### src/pse_pkg.sv
// Package for the plot stream frame extractor.
// Holds widths, command decode types and the command letter table.
// No dependencies.
package pse_pkg;

  // Widths fixed by the stream format and the configuration register
  localparam int unsigned BYTE_W         = 8;
  localparam int unsigned WANTED_W       = 16;
  localparam int unsigned ARG_W          = 6;
  localparam int unsigned FRAME_BITS_DEF = 16;

  // Newline that closes a label argument
  localparam logic [BYTE_W-1:0] LF_CODE = 8'h0A;

  // Class of a command byte
  typedef enum logic [1:0] {
    CMD_BAD,
    CMD_ARG,
    CMD_LABEL,
    CMD_ERASE
  } cmd_kind_e;

  // Decoded command: class and fixed argument length
  typedef struct packed {
    cmd_kind_e        kind;
    logic [ARG_W-1:0] arg_len;
  } cmd_dec_t;

  // Look up a command letter in the fixed command table
  function automatic cmd_dec_t cmd_lookup(input logic [BYTE_W-1:0] b);
    cmd_dec_t d;
    d.kind    = CMD_ARG;
    d.arg_len = '0;
    unique case (b)
      "C": d.arg_len = ARG_W'(3);
      "F": d.arg_len = ARG_W'(0);
      "L": d.arg_len = ARG_W'(12);
      "M": d.arg_len = ARG_W'(6);
      "N": d.arg_len = ARG_W'(6);
      "O": d.arg_len = ARG_W'(24);
      "P": d.arg_len = ARG_W'(6);
      "Q": d.arg_len = ARG_W'(24);
      "S": d.arg_len = ARG_W'(12);
      "V": d.arg_len = ARG_W'(48);
      "W": d.arg_len = ARG_W'(48);
      "X": d.arg_len = ARG_W'(24);
      "a": d.arg_len = ARG_W'(12);
      "c": d.arg_len = ARG_W'(6);
      "e": d.kind    = CMD_ERASE;
      "f": d.kind    = CMD_LABEL;
      "i": d.arg_len = ARG_W'(24);
      "l": d.arg_len = ARG_W'(8);
      "m": d.arg_len = ARG_W'(4);
      "n": d.arg_len = ARG_W'(4);
      "o": d.arg_len = ARG_W'(16);
      "p": d.arg_len = ARG_W'(4);
      "q": d.arg_len = ARG_W'(16);
      "r": d.arg_len = ARG_W'(48);
      "s": d.arg_len = ARG_W'(8);
      "t": d.kind    = CMD_LABEL;
      "v": d.arg_len = ARG_W'(32);
      "w": d.arg_len = ARG_W'(32);
      "x": d.arg_len = ARG_W'(16);
      default: d.kind = CMD_BAD;
    endcase
    return d;
  endfunction

endpackage

### src/pse_if.sv
// Valid/ready stream interfaces for the plot stream frame extractor.
// Depends on pse_pkg for the byte width.
interface pse_in_if import pse_pkg::*; ();
  logic              valid;
  logic              ready;
  logic [BYTE_W-1:0] in_byte;

  modport source (output valid, output in_byte, input ready);
  modport sink   (input valid, input in_byte, output ready);
endinterface

interface pse_out_if import pse_pkg::*; ();
  logic              valid;
  logic              ready;
  logic [BYTE_W-1:0] out_byte;

  modport source (output valid, output out_byte, input ready);
  modport sink   (input valid, input out_byte, output ready);
endinterface

### src/pse_cmd_decode.sv
// Command byte decoder: maps a byte to its command class and argument length.
// Depends on pse_pkg for the command table.
module pse_cmd_decode import pse_pkg::*; (
  input  logic [BYTE_W-1:0] byte_i,
  output cmd_dec_t          dec_o
);

  // Decode through the fixed letter table
  always_comb begin
    dec_o = cmd_lookup(byte_i);
  end

endmodule

### src/pse_frame_ctrl.sv
// Frame tracking state: argument skipping, label tracking and frame counter.
// Decides whether each consumed byte is passed on. Depends on pse_pkg.
module pse_frame_ctrl import pse_pkg::*; #(
  parameter int unsigned FRAME_BITS = FRAME_BITS_DEF
) (
  input  logic                clk_i,
  input  logic                rst_ni,
  input  logic                step_i,
  input  logic [BYTE_W-1:0]   byte_i,
  input  cmd_dec_t            dec_i,
  input  logic [WANTED_W-1:0] wanted_frame_i,
  output logic                emit_o
);

  // Common width for comparing the counter with the wanted frame
  localparam int unsigned CMP_W = (FRAME_BITS > WANTED_W) ? FRAME_BITS : WANTED_W;

  logic [FRAME_BITS-1:0] frame_index_q, frame_index_d;
  logic                  finished_q, finished_d;
  logic [ARG_W-1:0]      arg_left_q, arg_left_d;
  logic                  in_label_q, in_label_d;

  logic [CMP_W:0]        wanted_ext;
  logic [CMP_W:0]        index_ext;
  logic [CMP_W:0]        next_ext;
  logic                  match;
  logic                  at_max;

  // Widen both sides of the frame comparisons
  assign wanted_ext = (CMP_W + 1)'(wanted_frame_i);
  assign index_ext  = (CMP_W + 1)'(frame_index_q);
  assign next_ext   = index_ext + (CMP_W + 1)'(1);
  assign match      = (index_ext == wanted_ext);
  assign at_max     = &frame_index_q;

  // Next state and pass decision for the byte being consumed
  always_comb begin
    frame_index_d = frame_index_q;
    finished_d    = finished_q;
    arg_left_d    = arg_left_q;
    in_label_d    = in_label_q;
    emit_o        = 1'b0;
    priority if (finished_q) begin
      emit_o = 1'b0;
    end else if (in_label_q) begin
      if (byte_i == LF_CODE) begin
        in_label_d = 1'b0;
      end
      emit_o = match;
    end else if (arg_left_q != '0) begin
      arg_left_d = arg_left_q - ARG_W'(1);
      emit_o     = match;
    end else begin
      unique case (dec_i.kind)
        CMD_ERASE: begin
          if (next_ext > wanted_ext) begin
            finished_d = 1'b1;
          end
          // Saturate the counter at its top value
          if (!at_max) begin
            frame_index_d = frame_index_q + FRAME_BITS'(1);
          end
        end
        CMD_LABEL: begin
          in_label_d = 1'b1;
          emit_o     = match;
        end
        CMD_ARG: begin
          arg_left_d = dec_i.arg_len;
          emit_o     = match;
        end
        CMD_BAD: begin
          emit_o = 1'b0;
        end
        default: begin
          emit_o = 1'b0;
        end
      endcase
    end
  end

  // Update state only when a byte is consumed
  always_ff @(posedge clk_i or negedge rst_ni) begin
    if (!rst_ni) begin
      frame_index_q <= '0;
      finished_q    <= 1'b0;
      arg_left_q    <= '0;
      in_label_q    <= 1'b0;
    end else if (step_i) begin
      frame_index_q <= frame_index_d;
      finished_q    <= finished_d;
      arg_left_q    <= arg_left_d;
      in_label_q    <= in_label_d;
    end
  end

endmodule

### src/plot_stream_frame_extractor.sv
// Plot stream frame extractor: input register, decode and state, result register.
// Depends on pse_pkg, pse_in_if, pse_out_if, pse_cmd_decode, pse_frame_ctrl.
//
// Usage: raw plot command bytes arrive on in_i, one request per byte, and the
// bytes of the selected frame leave on out_o, unchanged and in order. Command
// letters are decoded to skip their argument bytes; erase commands advance the
// frame counter and are never passed on; unknown commands are dropped. Once a
// frame after the selected one begins, every further byte is dropped.
// wanted_frame_i is loaded when wanted_frame_we_i is high; write it only while
// the block is idle.
// A byte accepted into the input register is decoded combinationally from it
// and, if passed, is loaded into the result register that drives out_o.
// Throughput: one byte per cycle while out_o is not held off, set by the
// combinational decode and counter update between the input register and
// the result register.
// Stalls: when out_o is held off, the result register holds and the input
// register fills; in_i.ready drops only when both are occupied.
// Reset: clears both registers' valid flags, the frame counter, the finished flag,
// the argument and label tracking and the wanted frame register (frame 0).
module plot_stream_frame_extractor import pse_pkg::*; #(
  parameter int unsigned FRAME_BITS = FRAME_BITS_DEF
) (
  input  logic                clk_i,
  input  logic                rst_ni,
  pse_in_if.sink              in_i,
  pse_out_if.source           out_o,
  input  logic                wanted_frame_we_i,
  input  logic [WANTED_W-1:0] wanted_frame_i
);

  logic [WANTED_W-1:0] wanted_frame_q;
  logic                in_valid_q;
  logic [BYTE_W-1:0]   in_byte_q;
  logic                out_valid_q, out_valid_d;
  logic [BYTE_W-1:0]   out_byte_q;
  logic                step;
  logic                emit;
  cmd_dec_t            dec;

  // Consume the held byte when the result slot is free or being drained
  assign step       = in_valid_q && (!out_valid_q || out_o.ready);
  assign in_i.ready = !in_valid_q || step;

  // Hold the configuration register
  always_ff @(posedge clk_i or negedge rst_ni) begin
    if (!rst_ni) begin
      wanted_frame_q <= '0;
    end else if (wanted_frame_we_i) begin
      wanted_frame_q <= wanted_frame_i;
    end
  end

  // Input register
  always_ff @(posedge clk_i or negedge rst_ni) begin
    if (!rst_ni) begin
      in_valid_q <= 1'b0;
    end else if (in_i.ready) begin
      in_valid_q <= in_i.valid;
    end
  end

  always_ff @(posedge clk_i) begin
    if (in_i.valid && in_i.ready) begin
      in_byte_q <= in_i.in_byte;
    end
  end

  pse_cmd_decode u_decode (
    .byte_i (in_byte_q),
    .dec_o  (dec)
  );

  pse_frame_ctrl #(
    .FRAME_BITS (FRAME_BITS)
  ) u_frame_ctrl (
    .clk_i          (clk_i),
    .rst_ni         (rst_ni),
    .step_i         (step),
    .byte_i         (in_byte_q),
    .dec_i          (dec),
    .wanted_frame_i (wanted_frame_q),
    .emit_o         (emit)
  );

  // Result register: load on a passed byte, drop when taken
  always_comb begin
    out_valid_d = out_valid_q;
    if (out_o.ready) begin
      out_valid_d = 1'b0;
    end
    if (step) begin
      out_valid_d = emit;
    end
  end

  always_ff @(posedge clk_i or negedge rst_ni) begin
    if (!rst_ni) begin
      out_valid_q <= 1'b0;
    end else begin
      out_valid_q <= out_valid_d;
    end
  end

  always_ff @(posedge clk_i) begin
    if (step && emit) begin
      out_byte_q <= in_byte_q;
    end
  end

  assign out_o.valid    = out_valid_q;
  assign out_o.out_byte = out_byte_q;

endmodule

### src/flat_wrapper.sv
// flat-port wrapper written by rule: the top's interface ports become plain ports
module plot_stream_frame_extractor_flat import pse_pkg::*;
#(
  parameter int unsigned FRAME_BITS = FRAME_BITS_DEF
)
  (clk_i, rst_ni, wanted_frame_we_i, wanted_frame_i, in_i_valid, in_i_in_byte, in_i_ready, out_o_valid, out_o_out_byte, out_o_ready);
  pse_in_if in_i_i ();
  pse_out_if out_o_i ();
  input  logic clk_i;
  input  logic rst_ni;
  input  logic wanted_frame_we_i;
  input  logic [WANTED_W-1:0] wanted_frame_i;
  input wire logic [$bits(in_i_i.valid)-1:0] in_i_valid;
  input wire logic [$bits(in_i_i.in_byte)-1:0] in_i_in_byte;
  output wire logic [$bits(in_i_i.ready)-1:0] in_i_ready;
  output wire logic [$bits(out_o_i.valid)-1:0] out_o_valid;
  output wire logic [$bits(out_o_i.out_byte)-1:0] out_o_out_byte;
  input wire logic [$bits(out_o_i.ready)-1:0] out_o_ready;
  assign in_i_i.valid = in_i_valid;
  assign in_i_i.in_byte = in_i_in_byte;
  assign in_i_ready = in_i_i.ready;
  assign out_o_valid = out_o_i.valid;
  assign out_o_out_byte = out_o_i.out_byte;
  assign out_o_i.ready = out_o_ready;
  plot_stream_frame_extractor #(.FRAME_BITS(FRAME_BITS)) u_core (.clk_i(clk_i), .rst_ni(rst_ni), .in_i(in_i_i), .out_o(out_o_i), .wanted_frame_we_i(wanted_frame_we_i), .wanted_frame_i(wanted_frame_i));
endmodule
### config.mk
export PLATFORM = sky130hd
export DESIGN_NAME = plot_stream_frame_extractor_flat
export DESIGN_NICKNAME = d
export VERILOG_FILES = /design/src/pse_pkg.sv /design/src/pse_if.sv /design/src/pse_cmd_decode.sv /design/src/pse_frame_ctrl.sv /design/src/plot_stream_frame_extractor.sv /design/src/flat_wrapper.sv
export SDC_FILE = /design/constraint.sdc
export NUM_CORES = 1
export LEC_CHECK = 0
export ABC_CLOCK_PERIOD_IN_PS = 4600
export BUFFER_PORTS_ARGS = -buffer_cell sky130_fd_sc_hd__buf_2
export CAP_MARGIN = 0
export CORE_ASPECT_RATIO = 0.8
export CORE_UTILIZATION = 40
export CTS_BUF_LIST = sky130_fd_sc_hd__clkbuf_8
export DETAILED_ROUTE_END_ITERATION = 6
export SLEW_MARGIN = 20
export SYNTH_ARGS = -nofsm -noshare
export SYNTH_HDL_FRONTEND = slang
export SYNTH_SLANG_ARGS = --single-unit
### constraint.sdc
create_clock -name clk_i -period 4.6 [get_ports clk_i]
set_input_delay 0.69 -clock clk_i [delete_from_list [all_inputs] [get_ports clk_i]]
set_output_delay 0.69 -clock clk_i [all_outputs]
set_load 0.03 [all_outputs]
Yosys cells after proc, flatten, opt, wreduce, memory -nomap -nowiden
Cells that the tools add are included.

storage, ports and cells
  logic and storage cells = 95
  register bits = 58
  bits in writable memories = 0
  input bits = 29
  ROM bits = 0
  latch bits = 0
  memories = 0

cells by class
  mux-type cells = 19
  multipliers = 0
  reduce and logical (&&, ||, !) cells = 25
  div/mod/pow operators = 0
  bitwise gates (word level) = 4
  add/subtract/negate cells = 3
  shift operators = 0
  equality and inequality tests = 34
  $lt $le $gt $ge = 1

operator list
  operator               number
  $eq 8x7->1 const B     29
  $pmux 6 s9             1
  $reduce_or 26->1       1
  $add 16x1->17 const B  1
  $gt 17x16->1           1
  $add 16x1->16 const B  1
  $eq 16x16->1           1
  $reduce_and 16->1      1
  $mux 1                 15
  $mux 6                 2
  $reduce_or 3->1        4
  $eq 8x4->1 const B     1
  $reduce_or 2->1        4
  $reduce_or 4->1        2
  $pmux 2 s3             1
  $reduce_and 6->1       1
  $reduce_bool 6->1      1
  $sub 6x1->6 const B    1
  $eq 2x2->1 const B     2
  $not 1->1              4
  $reduce_and 4->1       1
  $reduce_bool 2->1      2
  $logic_and 1x1->1      3
  $eq 2x1->1 const B     1
  other kinds (3)        5

Depth between registers and ports, before layout
  depth in word-level cells = 10
  depth in mapped cells = 12

By module
Synthesis repeated with hierarchy kept, for this count alone.

second synthesis, totals
  cells, all modules = 369
  area, all modules = 3843.7 um^2

modules (own cells, without submodules)
  module                       area an instance (um^2)  instances  cells each
  pse_frame_ctrl               2185.8                   1          244
  plot_stream_frame_extractor  1226.2                   1          60
  pse_cmd_decode               431.7                    1          65

Worst setup path after synthesis
OpenSTA, ideal clock, no wires.

  path type = flip-flop to flip-flop
  from = register u_core.in_byte_q[5]
  to = register u_core.out_byte_q[0], in the netlist u_core.out_o.out_byte[0], enable pin
  stages on the path, launching flop included = 9
  period minus slack after synthesis = 3.053 ns
  path buffers = 1
  arrival = 2.656 ns
  path slack = 1.547 ns
  path through = edfxtp_1 > clkbuf_1 > nor3b_1 > o21ai_0 > a21boi_0 > or3_1 > ha_1 > nor3_1 > nor4_1

between the ends
  cells in the longest elaborated chain, start to end = 10

RTL lines
  element                                                               line                                source
  start, declared                                                       plot_stream_frame_extractor.sv:33   logic [BYTE_W-1:0] in_byte_q;
  start signal, assigned                                                plot_stream_frame_extractor.sv:64   in_byte_q <= in_i.in_byte;
  $eq 8x7->1                                                            pse_pkg.sv:34                       unique case (b)
  $reduce_or 26->1 (no line) / $reduce_or 2->1 (equally long branches)  --
  $pmux 2 s3 *                                                          pse_pkg.sv:34
  $eq 2x2->1 / $eq 2x1->1 (equally long branches)                       pse_frame_ctrl.sv:54                unique case (dec_i.kind)
  $reduce_or 2->1 (no line) *                                           --
  $mux 1 *                                                              pse_frame_ctrl.sv:54
  $mux 1 *                                                              pse_frame_ctrl.sv:50                end else if (arg_left_q != '0) begin
  $mux 1 *                                                              pse_frame_ctrl.sv:45                end else if (in_label_q) begin
  $mux 1 *                                                              pse_frame_ctrl.sv:43                priority if (finished_q) begin
  $logic_and 1x1->1 *                                                   plot_stream_frame_extractor.sv:105  if (step && emit) begin
  end signal, assigned                                                  plot_stream_frame_extractor.sv:106  out_byte_q <= in_byte_q;
  end, declared                                                         plot_stream_frame_extractor.sv:35   logic [BYTE_W-1:0] out_byte_q;

Mark *: on every way between the ends. The rest lies on a longest branch, timed or not.
A chain may end at the register's enable or synchronous reset.

Final worst setup path
  from = register u_core.in_byte_q[4]
  to = register u_core.u_frame_ctrl.frame_index_q[1]

between the ends
  cells in the longest elaborated chain, start to end = 5

RTL lines
  element                                                               line                  source
  $eq 8x7->1                                                            pse_pkg.sv:34
  $reduce_or 26->1 (no line) / $reduce_or 2->1 (equally long branches)  --
  $pmux 2 s3 *                                                          pse_pkg.sv:34
  $eq 2x2->1 *                                                          pse_frame_ctrl.sv:54
  $reduce_and 6->1 (no line) *                                          --
  end signal, assigned                                                  pse_frame_ctrl.sv:90  frame_index_q <= frame_index_d;
  end, declared                                                         pse_frame_ctrl.sv:18  logic [FRAME_BITS-1:0] frame_index_q, frame_index_d;

Marked as above.

==> metrics.yaml <==
run_status:
  status: "finished clean"
yosys:
  synth_most_common_cell: "dfrtp_1"
  synth.distinct_cells: 54
  ys_warn_count: 0
  syn_area_per_cell_um2: 9.490
  ys_top_cells_by_area: "dfrtp_1, edfxtp_1, ha_1, xor2_1, xnor2_1"
  synth_common_cells: "dfrtp_1, nand2_1, o21ai_0"
  synth-edff-count: 16
  ys_async_sr_fraction: 0.7241
  yosysSeqAreaShare: 0.4159
  yosysTopAreaCell: "dfrtp_1"
  ys_ff_latch: 58
  netlist_instances: 388
  synth_ff_type: "dfrtp_1"
  yosysTopAreaCellShare: 0.2854
  synth_area_um2: 3682
  syn-num-nets: 439
sta:
  slew_viol_final: 0
  tns_ps: 0
  fin_worst_skew_ps: 11.30
  finalWorstPathRequiredPeriod_ps: 3426
  max_freq_ghz: 0.2919
  setup_viol: 0
  hold_violations: 0
  rsz0062_at_grt: "false"
  worst_pin_slew_ps: 997.2
  slew_headroom: 0.3297
  min_period_over_period: 0.7447
floorplan:
  num_rows: 30
  die_area_um2: 9596
  initial_core_util: 0.4228
  coreArea_um2: 8708
  die_x_um: 109.3
  die_y_um: 87.82
  io_pins: 39
clock_tree:
  clk-insertion-delay-late_ps: 330
  cts_resized: 0
  htree_levels: 3
  clkTransAtPathRegs_ps: 70
  cts_max_path_buffers: 2
  holdBufCountCts: 0
  cts_made_buffers: 9
  cts-root-buf: "clkbuf_8"
  cts_tree: "built"
  cts_setup_buffers: 0
  cts_sinks: 58
pwr:
  swShare: 0.2907
  power_frac_seq: 0.495
  pwr-share-clk: 0.349
  power.density_nw_per_um2: 313.7
  p_comb_frac: 0.156
  switching_power_mw: 0.3746
  leakage_nw: 1.828
  p_int_mw: 0.9139
  peakVddDrop_mv: 0.1734
critical_path:
  worstSetupPathType: "reg -> reg"
  critPathLaunchType: "register"
  critPathArrivalTime_ps: 3650
  cp_data_required_time_ps: 4830
  worstSetupEndpointType: "register"
  crit_fanout: 18
detailed_routing:
  vias: 2856
  drc_errors: 0
  post_drt_wl_per_cell_um: 15.14
  drt_wl_total_um: 8025
  via_per_inst: 5.389
  drt-initial-drc-count: 164
  dr.pass1.iters: 5
  ant_nets: 0
placed_design:
  port_buffers: 38
  dpl.cell_count: 514
  place_congestion: 0.8556
  dpl.hpwl_um: 5853
global_route:
  grt_max_degree: 43
  use_met3: 0.04167
  overflow: 0
  grt_usage: 0.1870
  grt-busiest-layer: "met1"
  grt_pass1_vias: 2676
  antenna_found_initial: 0
  grt_util_met1: 0.3024
  grt_pass1_wl_um: 13660
  grt_use_met2: 0.2441
final_layout:
  stdcell_count: 530
  diodes: 0
  layout-drive-gt1-share: 0.1531
  fin_nets: 464
  areaGrowthSynthToFinish_pct: 11.55
  n_fill_cell: 850
worst_hold_path:
  hold_path_class: "in -> async"
flow_run:
  maxCapViolations: 0
## per-stage QoR
| stage | hold WS [ps] | cell area, um^2 | util | setup WS (ps) | power (mW) |
|---|---|---|---|---|---|
| after detailed placement | 502.8 | 3923 | 0.4504 | 1223 | 0.8469 |
| final | 507.5 | 4108 | 0.4717 | 1174 | 1.288 |
| after CTS | 516.2 | 4108 | 0.4717 | 1219 | 1.301 |
| after global placement | 495.7 | 3923 | 0.4504 | 1319 | 0.8426 |
| after global routing | 509.9 | 4108 | 0.4717 | 839.6 | 1.366 |
| after floorplan | 394.4 | 3682 | - | 1547 | 0.7804 |
## cells in the final DEF (no fill, tap or decap), types with 2 or more instances in the layout
master and instances:
a211o_1 2, a211oi_1 4, a21oi_1 11, a31oi_1 4
and2_1 2, and3_1 2, and4_1 2, and4b_1 2
buf_2 38, clkbuf_8 9, clkinv_2 4, dfrtp_1 42
edfxtp_1 16, ha_1 22, inv_1 22, mux2_2 2
mux2i_1 4, nand2_1 39, nand2b_1 9, nand3_1 16
nand4_1 10, nor2_1 11, nor2b_1 7, nor3_1 8
nor3b_1 5, nor4_1 10, nor4bb_1 5, o211ai_1 2
o21ai_0 27, o22ai_1 2, or2_2 2, or3_1 5
or3b_2 2, or4_1 4, xnor2_1 21, xor2_1 24
## area by class of cell
cell class | instances | area [um^2] | area share
multi-input cells | 285 | 1982 | 0.4825
flip-flops and latches | 58 | 1531 | 0.3728
repair buffers | 38 | 190.2 | 0.04630
well taps | 112 | 140.1 | 0.03412
clock buffers | 9 | 123.9 | 0.03016
inverters | 21 | 78.83 | 0.01919
clock inverters | 7 | 61.31 | 0.01493
## cells by family after synthesis
| family | after synthesis | share of synthesized area |
|---|---|---|
| muxes | 6 | 0.01699 |
| DFF | 58 | 0.4159 |
| xor gates and xnor gates | 45 | 0.1070 |
| and+or+nand+nor | 148 | 0.2314 |
| adders and majority gates | 22 | 0.07475 |
| buffers and inverters | 45 | 0.04757 |
| AOI/OAI and AO/OA | 64 | 0.1064 |
## state kept, by name (all words and copies together), names as in the netlist
signal	cells
u_core.u_frame_ctrl.finished_q	1
u_core.out_o.valid	1
u_core.out_o.out_byte	8
u_core.u_frame_ctrl.in_label_q	1
u_core.in_byte_q	8
u_core.u_frame_ctrl.arg_left_q	6
u_core.wanted_frame_q	16
u_core.in_valid_q	1
u_core.u_frame_ctrl.frame_index_q	16
## path summary, 6_finish.rpt
kind	startpoint	end	cells after the start	slack, ps
setup reg to reg	u_core.in_byte_q[4]$_DFFE_PP_	u_core.u_frame_ctrl.frame_index_q[1]$_DFFE_PN0P_	9	1170
hold reg to reg	u_core.u_frame_ctrl.arg_left_q[5]$_DFFE_PN0P_	u_core.u_frame_ctrl.arg_left_q[5]$_DFFE_PN0P_	1	520
min in group clk_i	u_core.u_frame_ctrl.arg_left_q[5]$_DFFE_PN0P_	u_core.u_frame_ctrl.arg_left_q[5]$_DFFE_PN0P_	1	520
setup / recovery	u_core.in_byte_q[4]$_DFFE_PP_	u_core.u_frame_ctrl.frame_index_q[1]$_DFFE_PN0P_	9	1170
max in group asynchronous	rst_ni	u_core.wanted_frame_q[11]$_DFFE_PN0P_	1	3500
hold / removal	rst_ni	u_core.wanted_frame_q[7]$_DFFE_PN0P_	1	510
## worst max-delay path: stages, from the launching register on
cell	delay, ps
edfxtp_1	600
nor4bb_1	650
nand2_1	120
a21oi_1	140
a31oi_1	70
nor3b_1	310
ha_1	230
nand2b_1	90
nor4_4	690
mux2_2	410
## power groups by stage
stage	clock, mW	sequential [mW]	combinational [mW]
2_1_floorplan	0	0.620	0.160
3_3_place_gp	0	0.645	0.197
3_5_place_dp	0	0.647	0.200
4_1_cts	0.461	0.637	0.203
5_1_grt	0.489	0.646	0.231
6_report	0.450	0.638	0.201
## per-layer routing
layer / up-vias / share of wire
li1: 1439 / -
met1: 1322 / 0.55
met2: 88 / 0.38
met3: 7 / 0.061
met4: 0 / 0.0060
met5: - / 0
(Power assumes the default switching activity.)
